**src/rtl/lztd_pkg.sv**
```systemverilog
// ----------------------------------------------------------------------------
// lztd_pkg
// Shared types and constants for the LZ77 token decoder.
// ----------------------------------------------------------------------------
package lztd_pkg;

  localparam int ByteW    = 8;
  localparam int OffW     = 16;
  localparam int LenW     = 8;
  localparam int OutBytes = 4;
  localparam int CountW   = 3;
  localparam int MaxRes   = 64;
  localparam int ResW     = 7;             // holds 0..MaxRes
  localparam int InDataW  = 32;            // four byte fields
  localparam int OutDataW = 40;            // 4 bytes + count, padded to 5 bytes
  localparam int FillW    = 2;             // fill index into the staging word

  typedef enum logic [1:0] {
    ST_IDLE,
    ST_RUN,
    ST_DRAIN,
    ST_ERROR
  } state_e;

  // one decoded byte, or an error marker, offered to the packer
  typedef struct packed {
    logic             valid;
    logic             err;
    logic             last;
    logic [ByteW-1:0] data;
  } pk_in_t;

endpackage

```
**src/rtl/lztd_packer.sv**
```systemverilog
// ----------------------------------------------------------------------------
// lztd_packer
// Gathers decoded bytes into result words and holds the output register.
// ----------------------------------------------------------------------------
module lztd_packer #(
  parameter int BYTES_PER_RESULT = 4
) (
  input  logic                            clk_i,
  input  logic                            rst_ni,
  input  lztd_pkg::pk_in_t                pk_i,
  output logic                            ready_o,
  input  logic                            m_tready_i,
  output logic                            m_tvalid_o,
  output logic [lztd_pkg::OutDataW-1:0]   m_tdata_o,
  output logic                            m_tlast_o,
  output logic                            m_tuser_o
);

  localparam int Per = (BYTES_PER_RESULT < 1) ? 1 :
                       (BYTES_PER_RESULT > lztd_pkg::OutBytes) ? lztd_pkg::OutBytes :
                       BYTES_PER_RESULT;

  logic [lztd_pkg::OutBytes-1:0][lztd_pkg::ByteW-1:0] acc_q;
  logic [lztd_pkg::FillW-1:0]  fill_q, fill_d;
  logic [lztd_pkg::ResW-1:0]   res_q, res_d;
  logic                        ovalid_q, ovalid_d;
  logic [lztd_pkg::OutBytes-1:0][lztd_pkg::ByteW-1:0] obytes_q, obytes_d;
  logic [lztd_pkg::CountW-1:0] ocount_q, ocount_d;
  logic                        olast_q, olast_d, oerr_q, oerr_d;

  logic [lztd_pkg::CountW-1:0] fill_plus;
  logic                        room, emit, load, take;

  assign fill_plus = lztd_pkg::CountW'(fill_q) + 1'b1;
  assign room      = res_q < lztd_pkg::ResW'(lztd_pkg::MaxRes);
  // an error word always emits; a byte emits when its group closes
  assign emit      = pk_i.err || pk_i.last || (fill_plus == lztd_pkg::CountW'(Per));
  assign ready_o   = !(emit && (room || pk_i.err) && ovalid_q && !m_tready_i);
  assign take      = pk_i.valid && ready_o;
  assign load      = take && emit && (room || pk_i.err);

  always_comb begin
    fill_d   = fill_q;
    res_d    = res_q;
    ovalid_d = ovalid_q && !m_tready_i;
    obytes_d = obytes_q;
    ocount_d = ocount_q;
    olast_d  = olast_q;
    oerr_d   = oerr_q;
    if (take && !pk_i.err) begin
      if (emit) begin
        fill_d = '0;
        res_d  = pk_i.last ? '0 : (room ? res_q + 1'b1 : res_q);
      end else begin
        fill_d = fill_q + 1'b1;
      end
    end
    if (load) begin
      ovalid_d = 1'b1;
      oerr_d   = pk_i.err;
      if (pk_i.err) begin
        obytes_d = '0;
        ocount_d = '0;
        olast_d  = 1'b1;
      end else begin
        for (int i = 0; i < lztd_pkg::OutBytes; i++) begin
          if (lztd_pkg::CountW'(i) >= fill_plus) begin
            obytes_d[i] = '0;
          end else if (lztd_pkg::FillW'(i) == fill_q) begin
            obytes_d[i] = pk_i.data;
          end else begin
            obytes_d[i] = acc_q[i];
          end
        end
        ocount_d = fill_plus;
        // the 64th result closes the token even if bytes remain
        olast_d  = pk_i.last || (res_q == lztd_pkg::ResW'(lztd_pkg::MaxRes - 1));
      end
    end
  end

  always_ff @(posedge clk_i or negedge rst_ni) begin
    if (!rst_ni) begin
      fill_q   <= '0;
      res_q    <= '0;
      ovalid_q <= 1'b0;
    end else begin
      fill_q   <= fill_d;
      res_q    <= res_d;
      ovalid_q <= ovalid_d;
    end
  end

  always_ff @(posedge clk_i) begin
    if (take && !pk_i.err) begin
      acc_q[fill_q] <= pk_i.data;
    end
    obytes_q <= obytes_d;
    ocount_q <= ocount_d;
    olast_q  <= olast_d;
    oerr_q   <= oerr_d;
  end

  assign m_tvalid_o = ovalid_q;
  assign m_tdata_o  = lztd_pkg::OutDataW'({ocount_q, obytes_q});
  assign m_tlast_o  = olast_q;
  assign m_tuser_o  = oerr_q;

endmodule

```
**config.mk**
```make
export PLATFORM = sky130hd
export DESIGN_NAME = lztd_packer
export DESIGN_NICKNAME = d
export VERILOG_FILES = /design/src/rtl/lztd_pkg.sv /design/src/rtl/lztd_packer.sv
export SDC_FILE = /design/constraint.sdc
export NUM_CORES = 1
export LEC_CHECK = 0
export BUFFER_PORTS_ARGS = -buffer_cell sky130_fd_sc_hd__buf_2
export CORE_MARGIN = 2
export CORE_UTILIZATION = 51
export CTS_CLUSTER_SIZE = 30
export DETAILED_ROUTE_END_ITERATION = 8
export MAX_ROUTING_LAYER = met4
export PLACE_DENSITY = 0.74
export SETUP_SLACK_MARGIN = 0.1
export SLEW_MARGIN = 20
export SYNTH_ARGS = -nofsm -noshare
export SYNTH_HDL_FRONTEND = slang
export SYNTH_SLANG_ARGS = --single-unit
```
**constraint.sdc**
```tcl
create_clock -name clk_i -period 3.39 [get_ports clk_i]
set_clock_uncertainty 0.1 [all_clocks]
set_input_delay 0.1695 -clock clk_i [delete_from_list [all_inputs] [get_ports clk_i]]
set_output_delay 0.1695 -clock clk_i [all_outputs]
set_load 0.02 [all_outputs]
```
==> Yosys cells after proc, flatten, opt, wreduce, memory -nomap -nowiden <==
Index checks and enable logic that the tools add are counted.
{ "totals": {"input_bits": 14, "ff_bits": 79, "output_inout_bits": 44} }
{ "op_classes": {"n_eq_ne": 5, "reduce_logical": 23, "n_lt_le_gt_ge": 7, "add_sub_neg": 3, "mux": 11} }
{ "ops": {"columns": ["op", "count"], "rows": [
  ["2-to-1 mux 8 bit", 5],
  ["bitwise mux 32 bit", 1],
  ["demux 8 bit (select 2 bit)", 1],
  ["2-to-1 mux 7 bit", 2],
  ["logical AND 1 bit", 9],
  ["OR reduction 2 bit", 4],
  ["adder 7 x 1 -> 7 bit, second input constant", 1],
  ["== test 7 x 6 -> 1 bit, second input constant", 1],
  ["< comparator 7 bit, second input constant", 1],
  [">= comparator 1 x 3 -> 1 bit, first input constant", 2],
  [">= comparator 2 x 3 -> 1 bit, first input constant", 2],
  ["== test 2 bit, first input constant", 2],
  ["logical OR 1 bit", 4],
  ["adder 2 x 1 -> 3 bit, second input constant", 1],
  ["== test 3 bit, second input constant", 1],
  ["zero test 1 bit", 3],
  ["< comparator 2 x 3 -> 1 bit, second input constant", 1],
  ["AND reduction 3 bit", 1],
  ["adder 2 x 1 -> 2 bit, second input constant", 1],
  ["== test 1 x 2 -> 1 bit, first input constant", 1],
  [">= comparator 2 x 1 -> 1 bit, second input constant", 1],
  ["zero test 2 bit", 1],
  ["2-to-1 mux 2 bit", 1],
  ["nonzero test 2 bit", 1],
  ["2-to-1 mux 1 bit", 1]
]} }

==> Logic depth before layout (Yosys ltp) <==
Gate-level depths: netlist of run 1.
{ "logic_depth": {"ltp_word": 11, "depth_mapped": 6, "ltp_nobuf": 4} }

==> Least setup slack after synthesis of run 1 <==
OpenSTA, ideal clock, no wires.
{ "synth_path": {"kind": "reg-to-reg", "from": "reg fill_q[0] (netlist bit)", "to": "reg obytes_q (netlist bit m_tdata_o[0]), enable pin", "t_required_ns": 2.859, "path_slack_ns": 0.357, "synth_period_minus_slack_ns": 3.033, "path_buffers": 1, "arrival_time_ns": 2.501, "setup_ns": 0.431, "stages_incl_launch_ff": 6, "path_cell_list": "dfrtp_1 > ha_1 > buf_2 > o21ba_2 > o21ai_0 > nor2_1"} }
{ "synth_via": {"elab_chain_cells": 10} }
{ "synth_lines": {"columns": ["element", "line", "rtl"], "rows": [
  ["start: declaration", "lztd_packer.sv:24", "logic [lztd_pkg::FillW-1:0] fill_q, fill_d;"],
  ["start signal: assignment", "lztd_packer.sv:88", "fill_q <= fill_d;"],
  ["adder 2 x 1 -> 3 bit *", "lztd_packer.sv:34", "assign fill_plus = lztd_pkg::CountW'(fill_q) + 1'b1;"],
  ["via fill_plus (one bit)", "lztd_packer.sv:31", "logic [lztd_pkg::CountW-1:0] fill_plus;"],
  ["== test 3 bit *", "lztd_packer.sv:37", "assign emit = pk_i.err || pk_i.last || (fill_plus == lztd_pkg::CountW'(Per));"],
  ["logical OR 1 bit *", "lztd_packer.sv:37", null],
  ["logical AND 1 bit (3 in a row)", "lztd_packer.sv:38", "assign ready_o = !(emit && (room || pk_i.err) && ovalid_q && !m_tready_i);"],
  ["zero test 1 bit", "lztd_packer.sv:38", null],
  ["logical AND 1 bit", "lztd_packer.sv:39", "assign take = pk_i.valid && ready_o;"],
  ["logical AND 1 bit * (2 in a row)", "lztd_packer.sv:40", "assign load = take && emit && (room || pk_i.err);"],
  ["via load", "lztd_packer.sv:32", "logic room, emit, load, take;"],
  ["end signal: assignment", "lztd_packer.sv:98", "obytes_q <= obytes_d;"],
  ["end: declaration", "lztd_packer.sv:27", "logic [lztd_pkg::OutBytes-1:0][lztd_pkg::ByteW-1:0] obytes_q, obytes_d;"]
]} }
Mark *: on every way through the listed nets, which the timed path passes. The rest lies on a longest branch.
A chain may end at the register's enable or synchronous reset.

==> Worst setup path in the final report of run 1 <==
{ "layout_path": {"from": "reg fill_q[0] (netlist bit)", "to": "reg obytes_q (netlist bit m_tdata_o[16]), enable pin"} }
The elaborated chain is that of the path after synthesis.

==> results by stage, run 1 <==
Layout:
- The filler cells instantiated in the layout total 529.
- The antenna diode count is 0.
- The share of cells above drive strength 1 is 25.1%.
- The sequential standard cell area is 0.00232 mm².
- In the final layout, the multi-input gates occupy 980 µm².
- The final standard cell area without fillers is 0.00388 mm².
- The count of cells in the finished layout, fillers not included, comes to 372.
- The net count of the finished layout is 311.
- From synthesis to final layout, the design area changed by 14.7%.
- For this run, the share of the core covered by cells in the final layout is 60.8%.

GRT:
- Global routing finished with a remaining overflow of 0.
- The via count of the first global-routing pass is 1,817.
- Across every metal layer, demand over resource in global routing totals 17.7%.
- The layer with the highest usage is met2.
- The met1 layer usage reported by global route is 24.9%.
- The pin count of the biggest net entering global routing is 38.
- The initial antenna violation count was 0.
- The global routing usage on met2 is 25.1%.
- The first global-routing pass estimated 9.32 mm of wire.
- For met3 alone, demand over resource in global routing was 5.25%.

Worst setup path:
- Along the worst path, the maximum fanout reaches 37.
- At the worst endpoint, the required time is 3.27 ns.
- STA classifies the critical path startpoint as a flip-flop.
- Together, buffers and inverters on the worst path number 1.
- The stage delay of the slowest cell on the critical path is 0.68 ns.
- The worst setup path is captured at a flip-flop.
- In this run the critical register-to-register path is captured at m_tdata_o[16]$_SDFFCE_PP0P_.
- The slowest stage of the critical path is the sky130_fd_sc_hd__ha_1 cell.
- The type of the setup path with the least slack is flip-flop to flip-flop.
- The cell family contributing the most delay on the critical path is adder cells.
- The signal on the critical path passes through ha_1 > o21ba_2 > o21ai_0 > nor2_4 > buf_4.
- Counting cells, the worst reg-to-reg path comes to 5.
- The source of the worst register-to-register timing path is fill_q[0]$_DFFE_PN0N_.
- The worst reg-to-reg setup slack is 0.83 ns.
- The critical path startpoint is fill_q[0]$_DFFE_PN0N_.
- Data on the critical path arrives at its endpoint at 2.44 ns.

Hold path:
- The worst hold path depth is 1.
- The tightest min-delay check is of the input port to flip-flop type.
- The startpoint identified for the worst hold timing path is pk_i[0].
- The worst hold endpoint is acc_q[16]$_DFFE_PP_.

Power and ir drop:
- Dividing total power by cell area gives a power density of 593 mW/mm².
- For this design the static power due to leakage is 1.47 nW.
- The worst-case IR drop observed on VDD is 0.000329 V.

STA:
- The number of pins with negative max-slew slack in the final report is 0.
- The ratio of final minimum period to clock period is 75.4%.
- The hold slack is 0.0394 ns.
- The number of hold-slack violations in the final timing report was 0.
- The transition time at the pin with the least slew margin is 0.735 ns.
- In this run the tightest slew margin relative to its limit is 51.0%.
- The number of setup violations in the final report is 0.
- Setup repair after global routing left no endpoint under its margin.
- Summed over all failing endpoints, the final setup total negative slack is 0 ns.
- The clock period minus final worst setup slack is 2.56 ns.
- The highest attainable clock frequency is 0.391 GHz.

CTS:
- The longest clock path from root to sink contains 2 buffers.
- After clock tree synthesis, the clock-pin slew on the worst setup and hold paths is 0.08 ns.
- The clock tree from TritonCTS is done.
- The post-CTS resize count is 0.
- The clock net in this run drives a total of 79 sinks.
- The number of buffers created by CTS is 9.
- The number of H-tree branching levels is 3.
- The number of buffers added for setup after CTS is 0.
- The root buffer cell chosen for the clock tree is sky130_fd_sc_hd__clkbuf_8.
- The clock latency on the worst-skew pair is 0.34 ns.

Place:
- After detailed placement, the total cell area comes to 0.00368 mm².
- The half-perimeter wire length after detailed placement is 3.95 mm.
- Routability-driven placement finished with a final weighted congestion of 0.749.
- The total placed cells including tap cells is 355.
- In this run the tool buffered the top-level ports with 52 buffer cells.

Synthesis:
- Yosys mapped the design onto 38 distinct sky130hd cell types.
- Counting flops with an async set or reset pin after synthesis yields a share of 12.7%.
- The number of storage elements in the synthesis netlist is 79.
- The sequential cell area fraction in the yosys report is 68.6%.
- Synthesis produced 237 cells.
- In this run the mean area of a mapped cell was 14.3 µm².
- Among all flip-flop cells after synthesis, the most frequent one is sky130_fd_sc_hd__edfxtp_1.
- For this run, the number of Yosys warnings is 0.
- The number of flops mapped to enable cells by yosys is 69.
- The synthesized netlist occupies a cell area of 0.00338 mm².

Routing:
- In the final routed layout, each cell accounts on average for 16.1 µm.
- The number of detailed-routing iterations run before antenna repair is 4.
- After detailed routing, the number of vias per cell comes to 5.20.
- The detailed-route via count is 1,936.
- After the first detailed-routing iteration, the DRC count stood at 195.
- The aggregate routed wire length is 5.97 mm.
- Once detail routing completed, the nets flagged for antenna violations numbered 0.
- For this run, design rule violations remaining after detail routing come to 0.

Floorplan:
- 58 I/O pins were placed.
- The placeable core region is 0.00639 mm².
- Row generation in the floorplan step produced 29 rows.
- The area of the die is 0.00730 mm².
- The starting utilization of the core area is 53.0%.
- The die is 85.5 µm tall.
- The horizontal extent of the die is 85.5 µm.

Outcome:
- The run finished with clean final reports.

Run:
- The tool flagged a number of max-cap violations equal to 0.
## metal layers
| layer | up-vias | routed length, µm |
|---|---|---|
| li1 | 966 | - |
| met1 | 907 | 2910 |
| met2 | 61 | 2710 |
| met3 | 2 | 326 |
| met4 | 0 | 31 |
| met5 | - | 0 |
## placed cells by master, fill, tap and decap left out, drive strengths merged
master	instances
and2	3
nor3b	1
nand3b	5
o311ai	3
and4b	1
bufinv	1
or4b	1
dfrtp	10
nand4b	2
clkinvlp	2
clkinv	4
nor4b	1
conb	5
or3	2
a2bb2oi	1
or2	2
nor2b	6
mux2i	32
o21ai	12
nor4	1
a21oi	1
nand2b	5
dlygate4sd3	1
a21o	1
o31ai	1
inv	3
or4	2
nand2	4
nor2	37
edfxtp	69
o211ai	2
o21ba	1
nand3	2
buf	54
a211o	1
clkbuf	9
ha	7
## state kept, by name, indices dropped and copies added (netlist names)
signal      cells
fill_q          2
res_q           7
m_tdata_o      32
ocount_q        3
m_tvalid_o      1
m_tlast_o       1
m_tuser_o       1
acc_q          32
## power by group
group / total [W] / leakage [nW] / switching [W] / internal, W
Sequential: 0.00120 / 0.762 / 0.0000407 / 0.00116
Combinational: 0.000445 / 0.618 / 0.000277 / 0.000169
Clock: 0.000659 / 0.0924 / 0.000326 / 0.000333
## final cells by class
cell class              instances  area share (%)
inverters                       3           0.290
well taps                      77            2.48
repair buffers                 55            7.35
clock inverters                 7            1.64
clock buffers                   9            3.19
flip-flops and latches         79            59.8
multi-input cells             142            25.2
## kinds of logic after synthesis
family                   Yosys count  synth area share [%]
AO/OA/AOI/OAI                     23                  4.40
adder cells (fa/ha/maj)            7                  2.59
buffers and inverters             20                  3.11
flip-flops                        79                  68.6
multiplexers                      32                  9.46
other                              1                 0.111
AND/OR/NAND/NOR                   75                  11.7
## metrics by stage
step	setup slack, ns	power [W]
floorplan	0.357	0.00155
global placement	0.970	0.00165
detailed placement	0.826	0.00167
CTS	0.829	0.00233
global route	0.671	0.00243
finish	0.833	0.00230
## how the worst max path moves through the flow
stage                                  end  slack, ns  cells after the start
3_5_place_dp    m_tdata_o[0]$_SDFFCE_PP0P_       0.83                      5
6_report       m_tdata_o[16]$_SDFFCE_PP0P_       0.83                      5
4_1_cts        m_tdata_o[16]$_SDFFCE_PP0P_       0.83                      5
2_1_floorplan   m_tdata_o[0]$_SDFFCE_PP0P_       0.36                      5
5_1_grt        m_tdata_o[21]$_SDFFCE_PP0P_       0.67                      5
3_3_place_gp    m_tdata_o[0]$_SDFFCE_PP0P_       0.97                      5
## synthesized netlist by cell type (3+ instances only)
cell type | count | share of area [%]
sky130_fd_sc_hd__and2_1 | 3 | 0.55
sky130_fd_sc_hd__buf_2 | 3 | 0.44
sky130_fd_sc_hd__buf_4 | 5 | 1.1
sky130_fd_sc_hd__clkbuf_1 | 6 | 0.67
sky130_fd_sc_hd__dfrtp_1 | 10 | 7.4
sky130_fd_sc_hd__edfxtp_1 | 69 | 61
sky130_fd_sc_hd__ha_1 | 7 | 2.6
sky130_fd_sc_hd__inv_1 | 3 | 0.33
sky130_fd_sc_hd__mux2i_1 | 32 | 9.5
sky130_fd_sc_hd__nand2_1 | 4 | 0.44
sky130_fd_sc_hd__nand2b_1 | 4 | 0.74
sky130_fd_sc_hd__nand3b_1 | 5 | 1.1
sky130_fd_sc_hd__nor2_1 | 37 | 4.1
sky130_fd_sc_hd__nor2b_1 | 6 | 1.1
sky130_fd_sc_hd__o21ai_0 | 12 | 1.8
## what timing repair did
| item | 4_1_cts | 5_1_grt |
|---|---|---|
| hold buffers | 1 | 0 |
| endpoints found under the hold margin | 10 | 0 |
| endpoints found under the setup margin | 0 | 0 |
Power figures use the tool's default switching activity.
==> inputs of run 2 (changes only) <==
Clock period 3.39 ns to 2.39 ns, I/O delays scaled along.
==> run 2 against run 1 <==
Effect of this change:
- critical path depth shrank 1
- count of clock-buffer cells in the layout is the same
- utilization up 2.4 points
- worst setup slack lost 0.49 ns
- sequential power grew 42%
- worst hold slack worse by 0.025 ns
- register-to-register slack got worse by 0.49 ns
- via count increased by 5.7%
- sequential share of layout area fell by 2.2 points
- cell count rose by 2.7%
- critical path type unchanged
- largest cell class unchanged
==> results by stage, run 2 (synthesized netlist as in run 1, its figures left out) <==
CTS:
- The number of buffers added for setup after CTS is 0 (unchanged).
- The register clock-pin slew on the reported worst setup and hold paths is 0.08 ns (about the same).
- The library cell used as clock root buffer is sky130_fd_sc_hd__clkbuf_8.
- The maximum buffer depth of the clock tree is 2 (unchanged).
- The clock latency on the worst-skew pair is 0.35 ns (about the same).
- The TritonCTS sink count is 79 (unchanged).
- The number of buffers created by CTS is 9 (unchanged).
- The clock tree from TritonCTS is done.
- The number of H-tree branching levels came to 3 (unchanged).

Layout:
- The growth of design area from synthesis to finish is 19.1%.
- The antenna diode count is 0 (unchanged).
- In the layout the commonest cells are sky130_fd_sc_hd__edfxtp_1, sky130_fd_sc_hd__buf_2, sky130_fd_sc_hd__nor2_1.
- The share of cells above drive strength 1 is 25.9% (+0.82 points).
- The net count of the finished layout is 321 (+3.2%).
- The count of filler cells inserted in the layout is 492 (-7.0%).
- The most common cell after layout, fill and taps aside is sky130_fd_sc_hd__edfxtp_1.

Routing:
- The routed length per placed instance was 16.1 µm (+0.22%).
- The number of detailed-routing iterations run before antenna repair is 4 (unchanged).
- The violation count after the first detailed-routing iteration came to 186 (-4.6%).
- The post-detailed-route DRC marker count is 0 (unchanged).
- The aggregate routed wire length was 6.15 mm (+2.9%).
- The detailed-route via count came to 2,046 (+5.7%).
- The remaining number of nets flagged by the antenna check after routing is 0 (unchanged).
- The vias per cell came to 5.36 (+2.9%).

Worst setup path:
- The stage delay of the slowest cell on the critical path was 0.45 ns (-0.23 ns).
- The setup path with the least slack is of type flip-flop to flip-flop.
- The number of buffer and inverter instances along the worst setup path was 0 (-1).
- Traced cell by cell, the critical path runs through ha_1 > o21ba_2 > a21oi_1 > and2_1.
- The data required time at the worst endpoint came to 2.31 ns (-0.96 ns).
- STA classifies the critical path startpoint as a flip-flop.
- The worst setup path is captured at a flip-flop.
- The arrival time reported for the critical path endpoint is 1.97 ns (-0.47 ns).
- In this design, the largest share of critical-path delay is due to compound AO/OA/AOI/OAI gates.
- The maximum fanout encountered on the critical timing path is 8 (-78%).
- Among all stages on the critical path, the largest delay is contributed by sky130_fd_sc_hd__dfrtp_1.

GRT:
- In this run the most used layer during global routing was met1.
- The pin count of the biggest net entering global routing is 20 (-47%).
- The total congestion overflow after global routing came to 0 (unchanged).
- The met3 track demand over resource is 3.31% (-1.9 points).
- The global routing usage on met2 is 26.3% (+1.2 points).
- The global-route wire length before repair is 9.85 mm (+5.7%).
- The initial antenna violation count is 0 (unchanged).
- The met1 layer usage reported by global route is 26.9% (+2.0 points).
- The via count of the first global-routing pass is 1,924 (+5.9%).
- The global-route total usage across every layer was 19.0% (+1.3 points).

Floorplan:
- The count of standard-cell rows is 29 (unchanged).
- The number of I/O pins is 58 (unchanged).
- The starting utilization of the core area was 53.0% (unchanged).
- The horizontal extent of the die is 85.5 µm (unchanged).
- The height of the die came to 85.5 µm (unchanged).
- The placeable core region came to 0.00639 mm² (unchanged).
- The area of the die was 0.00730 mm² (unchanged).

STA:
- The clock period minus final worst setup slack is 2.05 ns (-0.507 ns).
- The transition time at the pin with the least slew margin was 0.690 ns (-0.0450 ns).
- The ratio of final minimum period to clock period is 85.8% (+10 points).
- The number of pins with negative max-slew slack in the final report is 0 (unchanged).
- The number of setup violations in the final report is 0 (unchanged).
- The worst setup margin is 0.340 ns (-0.493 ns).
- The number of hold-slack violations in the final timing report is 0 (unchanged).
- The final setup TNS is 0 ns (unchanged).
- The hold slack came to 0.0147 ns (-0.0247 ns).
- Setup repair after global routing left no endpoint under its margin.
- The worst-case headroom to the max-slew limit was 53.9% (+2.9 points).
- The highest attainable clock frequency is 0.488 GHz (+25%).

Power and ir drop:
- The internal power component was 0.00259 W (+56%).
- The relative contribution of the clock network to total power is 33.4% (+4.8 points).
- The power per cell area is 879 mW/mm² (+48%).
- The net switching component of the power is 0.000950 W (+48%).
- The combinational share of power is 18.6% (-0.7 points).
- The total power consumption of the routed design is 0.00354 W (+54%).
- The switching fraction of total power was 26.8% (-1.1 points).
- The worst voltage drop across the vdd grid is 0.000648 V (+97%).
- The static leakage was 1.54 nW (+4.9%).
- The proportion of power drawn by flip-flops and latches came to 48.0% (-4.1 points).

Outcome:
- The run finished with clean final reports.

Hold path:
- The tightest min-delay check is of the input port to flip-flop type.

Place:
- The quantity of I/O buffers inserted on ports came to 52 (unchanged).
- The global placer's final weighted congestion came to 0.806 (+7.6%).
- The pre-CTS setup slack is 0.108 ns (-0.718 ns).
- The half-perimeter wire length after detailed placement is 3.91 mm (-1.0%).

Run:
- The total of max-cap violations is 0 (unchanged).
[run 2: area by class of cell]
| cell class | count | area, µm² | area share (%) |
|---|---|---|---|
| Clock buffer | 9 | 124 | 3.07 |
| Clock inverter | 7 | 120 | 2.98 |
| Inverter | 3 | 11.3 | 0.279 |
| Multi-Input combinational cell | 143 | 991 | 24.6 |
| Sequential cell | 79 | 2320 | 57.6 |
| Tap cell | 77 | 96.3 | 2.39 |
| Timing Repair Buffer | 64 | 368 | 9.12 |
[run 2: timing repair]
action,4_1_cts,5_1_grt
resized for setup,2,0
hold buffers,7,0
endpoints found under the setup margin,37,0
hold endpoints to repair,34,0
[run 2: metrics by stage]
step,utilization [%],area (µm²),std cells
after floorplan,-,3410,241
after global placement,58.1,3710,358
after detailed placement,58.1,3710,358
after CTS,63.1,4030,382
after global routing,63.1,4030,382
final,63.1,4030,382
[run 2: worst paths after layout]
path | slack (ns) | end | from | cells after the start
setup / recovery | 0.34 | acc_q[21]$_DFFE_PP_ | fill_q[0]$_DFFE_PN0N_ | 4
hold / removal | 0.01 | acc_q[10]$_DFFE_PP_ | pk_i[2] | 1
setup reg to reg | 0.34 | acc_q[21]$_DFFE_PP_ | fill_q[0]$_DFFE_PN0N_ | 4
hold reg to reg | 0.44 | res_q[4]$_DFFE_PN0P_ | res_q[4]$_DFFE_PN0P_ | 1
max in group asynchronous | 1.91 | res_q[5]$_DFFE_PN0P_ | rst_ni | 2
min in group asynchronous | 0.08 | m_tvalid_o$_DFF_PN0_ | rst_ni | 2
[run 2: power by group through the flow]
stage                     clock network (W)  registers, W  logic [W]
final                               0.00118       0.00170   0.000661
after global routing                0.00127       0.00171   0.000728
after CTS                           0.00121       0.00170   0.000666
after detailed placement                  0       0.00173   0.000647
after global placement                    0       0.00173   0.000635
after floorplan                           0       0.00180   0.000402
[run 2: worst reg2reg max path: cells and delay by family, from the launching register on]
family,cells,cell delay (ns)
AO/OA/AOI/OAI,2,0.52
flip-flops,1,0.45
AND/OR/NAND/NOR,1,0.40
adder cells (fa/ha/maj),1,0.25
[run 2: per-layer routing]
metal	routed length (µm)	up-vias
li1	-	987
met1	2890	992
met2	2870	55
met3	252	12
met4	129	0
met5	0	-
==> inputs of run 3 (changes only) <==
Settings changed: ABC_AREA set to 1, CTS_CLUSTER_SIZE 30 to unset, SLEW_MARGIN 20 to unset.
==> run 3 against run 2 <==
Effect of this change:
- synthesized cell count up 19%
- area after synthesis down 2.2%
- worst hold slack better by 0.0020 ns
- die area down 2.1%
- non-clock buffer count up 1
- power down 9.2%
- fmax down 0.33%
- critical endpoint unchanged
- largest cell class unchanged
==> results by stage, run 3 <==
CTS:
- The number of buffers added for setup after CTS is 0 (unchanged).
- The number of H-tree branching levels came to 3 (unchanged).
- The register clock-pin slew on the reported worst setup and hold paths came to 0.07 ns (about the same).
- The clock latency on the worst-skew pair is 0.34 ns (about the same).
- The library cell used as clock root buffer is sky130_fd_sc_hd__clkbuf_8.
- The TritonCTS sink count came to 79 (unchanged).
- The number of buffers created by CTS is 9 (unchanged).
- The clock tree from TritonCTS is done.
- The maximum buffer depth of the clock tree is 2 (unchanged).

Routing:
- The vias per cell is 5.15 (-3.9%).
- The routed length per placed instance is 14.9 µm (-7.1%).
- The detailed-route via count came to 2,233 (+9.1%).
- The post-detailed-route DRC marker count is 0 (unchanged).
- The number of detailed-routing iterations run before antenna repair is 5 (+1).
- The aggregate routed wire length is 6.49 mm (+5.5%).
- The violation count after the first detailed-routing iteration is 225 (+21%).
- The remaining number of nets flagged by the antenna check after routing is 0 (unchanged).

Layout:
- The antenna diode count was 0 (unchanged).
- The post-route non-filler standard cell count came to 434 (+14%).
- The growth of design area from synthesis to finish is 18.0%.
- The share of cells above drive strength 1 is 24.9% (-0.97 points).
- The count of filler cells inserted in the layout is 507 (+3.0%).
- Leaving out fill and tap cells, the most frequent cell in the layout is sky130_fd_sc_hd__nand2_1.
- The final standard cell area without fillers is 0.00391 mm² (-3.1%).
- The library cells used most frequently in the layout, excluding fill and tap cells, are sky130_fd_sc_hd__nand2_1, sky130_fd_sc_hd__edfxtp_1, sky130_fd_sc_hd__buf_2.
- The fraction of the core area covered by cells at the end of the flow is 61.9% (-1.3 points).
- The net count of the finished layout is 373 (+16%).

Synthesis:
- For this run, the leading register cell type out of synthesis is sky130_fd_sc_hd__edfxtp_1.
- The sequential cell area fraction in the yosys report was 70.1% (+1.5 points).
- The number of flops mapped to enable cells by yosys is 69 (unchanged).
- The async set or reset register ratio after synthesis is 12.7% (unchanged).
- The post-synthesis cell type count is 26 (-32%).
- The post-synthesis instance total is 282 (+19%).
- After synthesis, the cell types taking the most area are sky130_fd_sc_hd__edfxtp_1, sky130_fd_sc_hd__nand2_1, sky130_fd_sc_hd__dfrtp_1.
- The number of storage elements in the synthesis netlist is 79 (unchanged).
- The number of warning messages in the yosys log is 0 (unchanged).
- The area of the mapped netlist is 0.00331 mm² (-2.2%).
- Of all cell types, the one taking the most synthesized area is sky130_fd_sc_hd__edfxtp_1.
- The area share of the largest cell type after synthesis is 62.6% (+1.4 points).
- The mean area per synthesized cell is 11.7 µm² (-18%).
- The most common cell in the synthesized netlist is sky130_fd_sc_hd__nand2_1.
- In the synthesized netlist, the cells that appear most often are sky130_fd_sc_hd__nand2_1, sky130_fd_sc_hd__edfxtp_1, sky130_fd_sc_hd__a21oi_1.

Power and ir drop:
- The net switching component of the power is 0.000983 W (+3.5%).
- The relative contribution of the clock network to total power was 25.7% (-7.7 points).
- The worst voltage drop across the vdd grid is 0.000452 V (-30%).
- The power per cell area was 823 mW/mm² (-6.3%).
- The combinational share of power is 21.2% (+2.6 points).
- The internal power component is 0.00223 W (-14%).
- The static leakage is 1.62 nW (+4.7%).
- The switching fraction of total power is 30.6% (+3.8 points).
- The proportion of power drawn by flip-flops and latches was 53.1% (+5.1 points).

Floorplan:
- The number of I/O pins came to 58 (unchanged).
- The count of standard-cell rows came to 29 (unchanged).
- The placeable core region is 0.00631 mm² (-1.1%).
- The height of the die is 84.6 µm (-1.0%).
- The horizontal extent of the die is 84.6 µm (-1.0%).
- The area of the die is 0.00715 mm² (-2.1%).
- The starting utilization of the core area was 52.4% (-0.56 points).

GRT:
- The global-route total usage across every layer came to 19.7% (+0.70 points).
- The met1 layer usage reported by global route is 26.0% (-0.85 points).
- The layer with the highest usage is met2.
- The total congestion overflow after global routing is 0 (unchanged).
- The global-route wire length before repair came to 10.3 mm (+4.3%).
- The via count of the first global-routing pass was 2,088 (+8.5%).
- The met3 track demand over resource is 3.64% (+0.33 points).
- The initial antenna violation count was 0 (unchanged).
- The pin count of the biggest net entering global routing is 38 (+90%).
- The global routing usage on met2 is 29.4% (+3.1 points).

STA:
- The number of pins with negative max-slew slack in the final report is 0 (unchanged).
- Setup repair after global routing left no endpoint under its margin.
- The clock period minus final worst setup slack is 2.06 ns (+0.00673 ns).
- The final setup TNS is 0 ns (unchanged).
- The highest attainable clock frequency is 0.486 GHz (-0.33%).
- The ratio of final minimum period to clock period is 86.0% (+0.28 points).
- The number of setup violations in the final report is 0 (unchanged).
- The number of hold-slack violations in the final timing report is 0 (unchanged).

Worst setup path:
- The launching element type of the critical path is a flip-flop.
- The source of the worst register-to-register timing path is fill_q[0]$_DFFE_PN0N_.
- STA classifies the critical path endpoint as a flip-flop.
- The type of the setup path with the least slack is flip-flop to flip-flop.
- The data required time at the worst endpoint was 2.35 ns (+0.04 ns).
- The worst reg-to-reg setup slack is 0.33 ns (about the same).
- The number of cells on the worst reg-to-reg path is 7 (+3).
- The maximum fanout encountered on the critical timing path is 10 (+2).
- The arrival time reported for the critical path endpoint came to 2.02 ns (+0.05 ns).
- The reg-to-reg endpoint is acc_q[21]$_DFFE_PP_.

Place:
- The total placed cells including tap cells is 414 (+16%).
- The total placed instance area is 0.00370 mm² (-0.17%).
- The half-perimeter wire length after detailed placement is 4.45 mm (+14%).
- The quantity of I/O buffers inserted on ports is 52 (unchanged).
- The global placer's final weighted congestion is 0.791 (-1.8%).

Hold path:
- The worst hold endpoint is fill_q[0]$_DFFE_PN0N_.
- The class of the tightest hold or removal check is input port to flip-flop.
- The worst min-delay path startpoint is pk_i[10].
- The worst hold path depth is 3 (+2).

Run:
- The total of max-cap violations was 0 (unchanged).

Outcome:
- The run finished with clean final reports.
run 3: changes by cell type after synthesis, sizes merged, moves of 4 or more:
cell / change
nand2: +87
mux2i: -32
a21oi: +31
inv: +15
nor2: -15
nor2b: -6
o21ai: -6
nand2b: -5
nand3: +5
nand3b: -5
buf: -4
run 3: timing repair:
action / in CTS / in global routing
hold endpoints to repair: 19 / 0
gates resized for setup: 0 / 1
setup endpoints to repair: 0 / 7
hold buffers: 4 / 0
run 3: cell families after synthesis:
group	count (synthesis)	share of synthesized area [%]
flip-flops	79	70.1
XOR/XNOR	1	0.265
buffers and inverters	30	4.23
AND/OR/NAND/NOR	123	15.9
AO/OA/AOI/OAI	41	6.65
adder cells (fa/ha/maj)	7	2.65
other	1	0.113
run 3: worst max-delay path, stage by stage (launching register included):
cell and delay [ns]:
sky130_fd_sc_hd__dfrtp_1 0.44, sky130_fd_sc_hd__ha_1 0.25, sky130_fd_sc_hd__inv_2 0.16, sky130_fd_sc_hd__nand2_2 0.11, sky130_fd_sc_hd__nand3_4 0.10, sky130_fd_sc_hd__nand3_4 0.13
sky130_fd_sc_hd__nor2_1 0.28, sky130_fd_sc_hd__buf_4 0.20
run 3: cell type report:
type / count / area (µm²) / share of cell area, %
sequential: 79 / 2320 / 59.4
multi-input combinational: 177 / 866 / 22.2
timing repair buffer: 65 / 380 / 9.73
clock buffer: 9 / 124 / 3.17
tap: 77 / 96.3 / 2.47
inverter: 20 / 78.8 / 2.02
clock inverter: 7 / 40.0 / 1.02
run 3: power by group through the flow:
stage / logic [W] / registers [W] / clock network (W)
5_1_grt: 0.000760 / 0.00172 / 0.000911
3_3_place_gp: 0.000652 / 0.00173 / 0
4_1_cts: 0.000684 / 0.00171 / 0.000849
3_5_place_dp: 0.000676 / 0.00174 / 0
6_report: 0.000681 / 0.00171 / 0.000828
2_1_floorplan: 0.000356 / 0.00183 / 0
run 3: stage by stage:
stage | setup slack [ns] | power, W | hold slack [ns]
after global placement | 0.400 | 0.00238 | -0.105
final | 0.334 | 0.00322 | 0.0167
after floorplan | 0.296 | 0.00218 | -0.276
after global routing | 0.197 | 0.00339 | 0.0171
after CTS | 0.291 | 0.00324 | 0.00321
after detailed placement | 0.306 | 0.00241 | -0.103
run 3: worst max-delay path by stage:
| stage | from | depth (start not counted) | end | slack (ns) |
|---|---|---|---|---|
| 3_5_place_dp | fill_q[0]$_DFFE_PN0N_ | 5 | acc_q[2]$_DFFE_PP_ | 0.31 |
| 2_1_floorplan | fill_q[0]$_DFFE_PN0N_ | 5 | acc_q[16]$_DFFE_PP_ | 0.30 |
| 3_3_place_gp | fill_q[0]$_DFFE_PN0N_ | 5 | acc_q[5]$_DFFE_PP_ | 0.40 |
| 5_1_grt | fill_q[0]$_DFFE_PN0N_ | 7 | acc_q[21]$_DFFE_PP_ | 0.20 |
| 4_1_cts | fill_q[0]$_DFFE_PN0N_ | 5 | acc_q[4]$_DFFE_PP_ | 0.29 |
| 6_report | fill_q[0]$_DFFE_PN0N_ | 7 | acc_q[21]$_DFFE_PP_ | 0.33 |
run 3: per-layer routing:
layer	share of wire [%]	wire length, µm	vias up
met3	6.9	449	17
li1	-	-	1088
met2	48	3080	94
met5	0	0	-
met4	2.7	176	0
met1	43	2780	1034
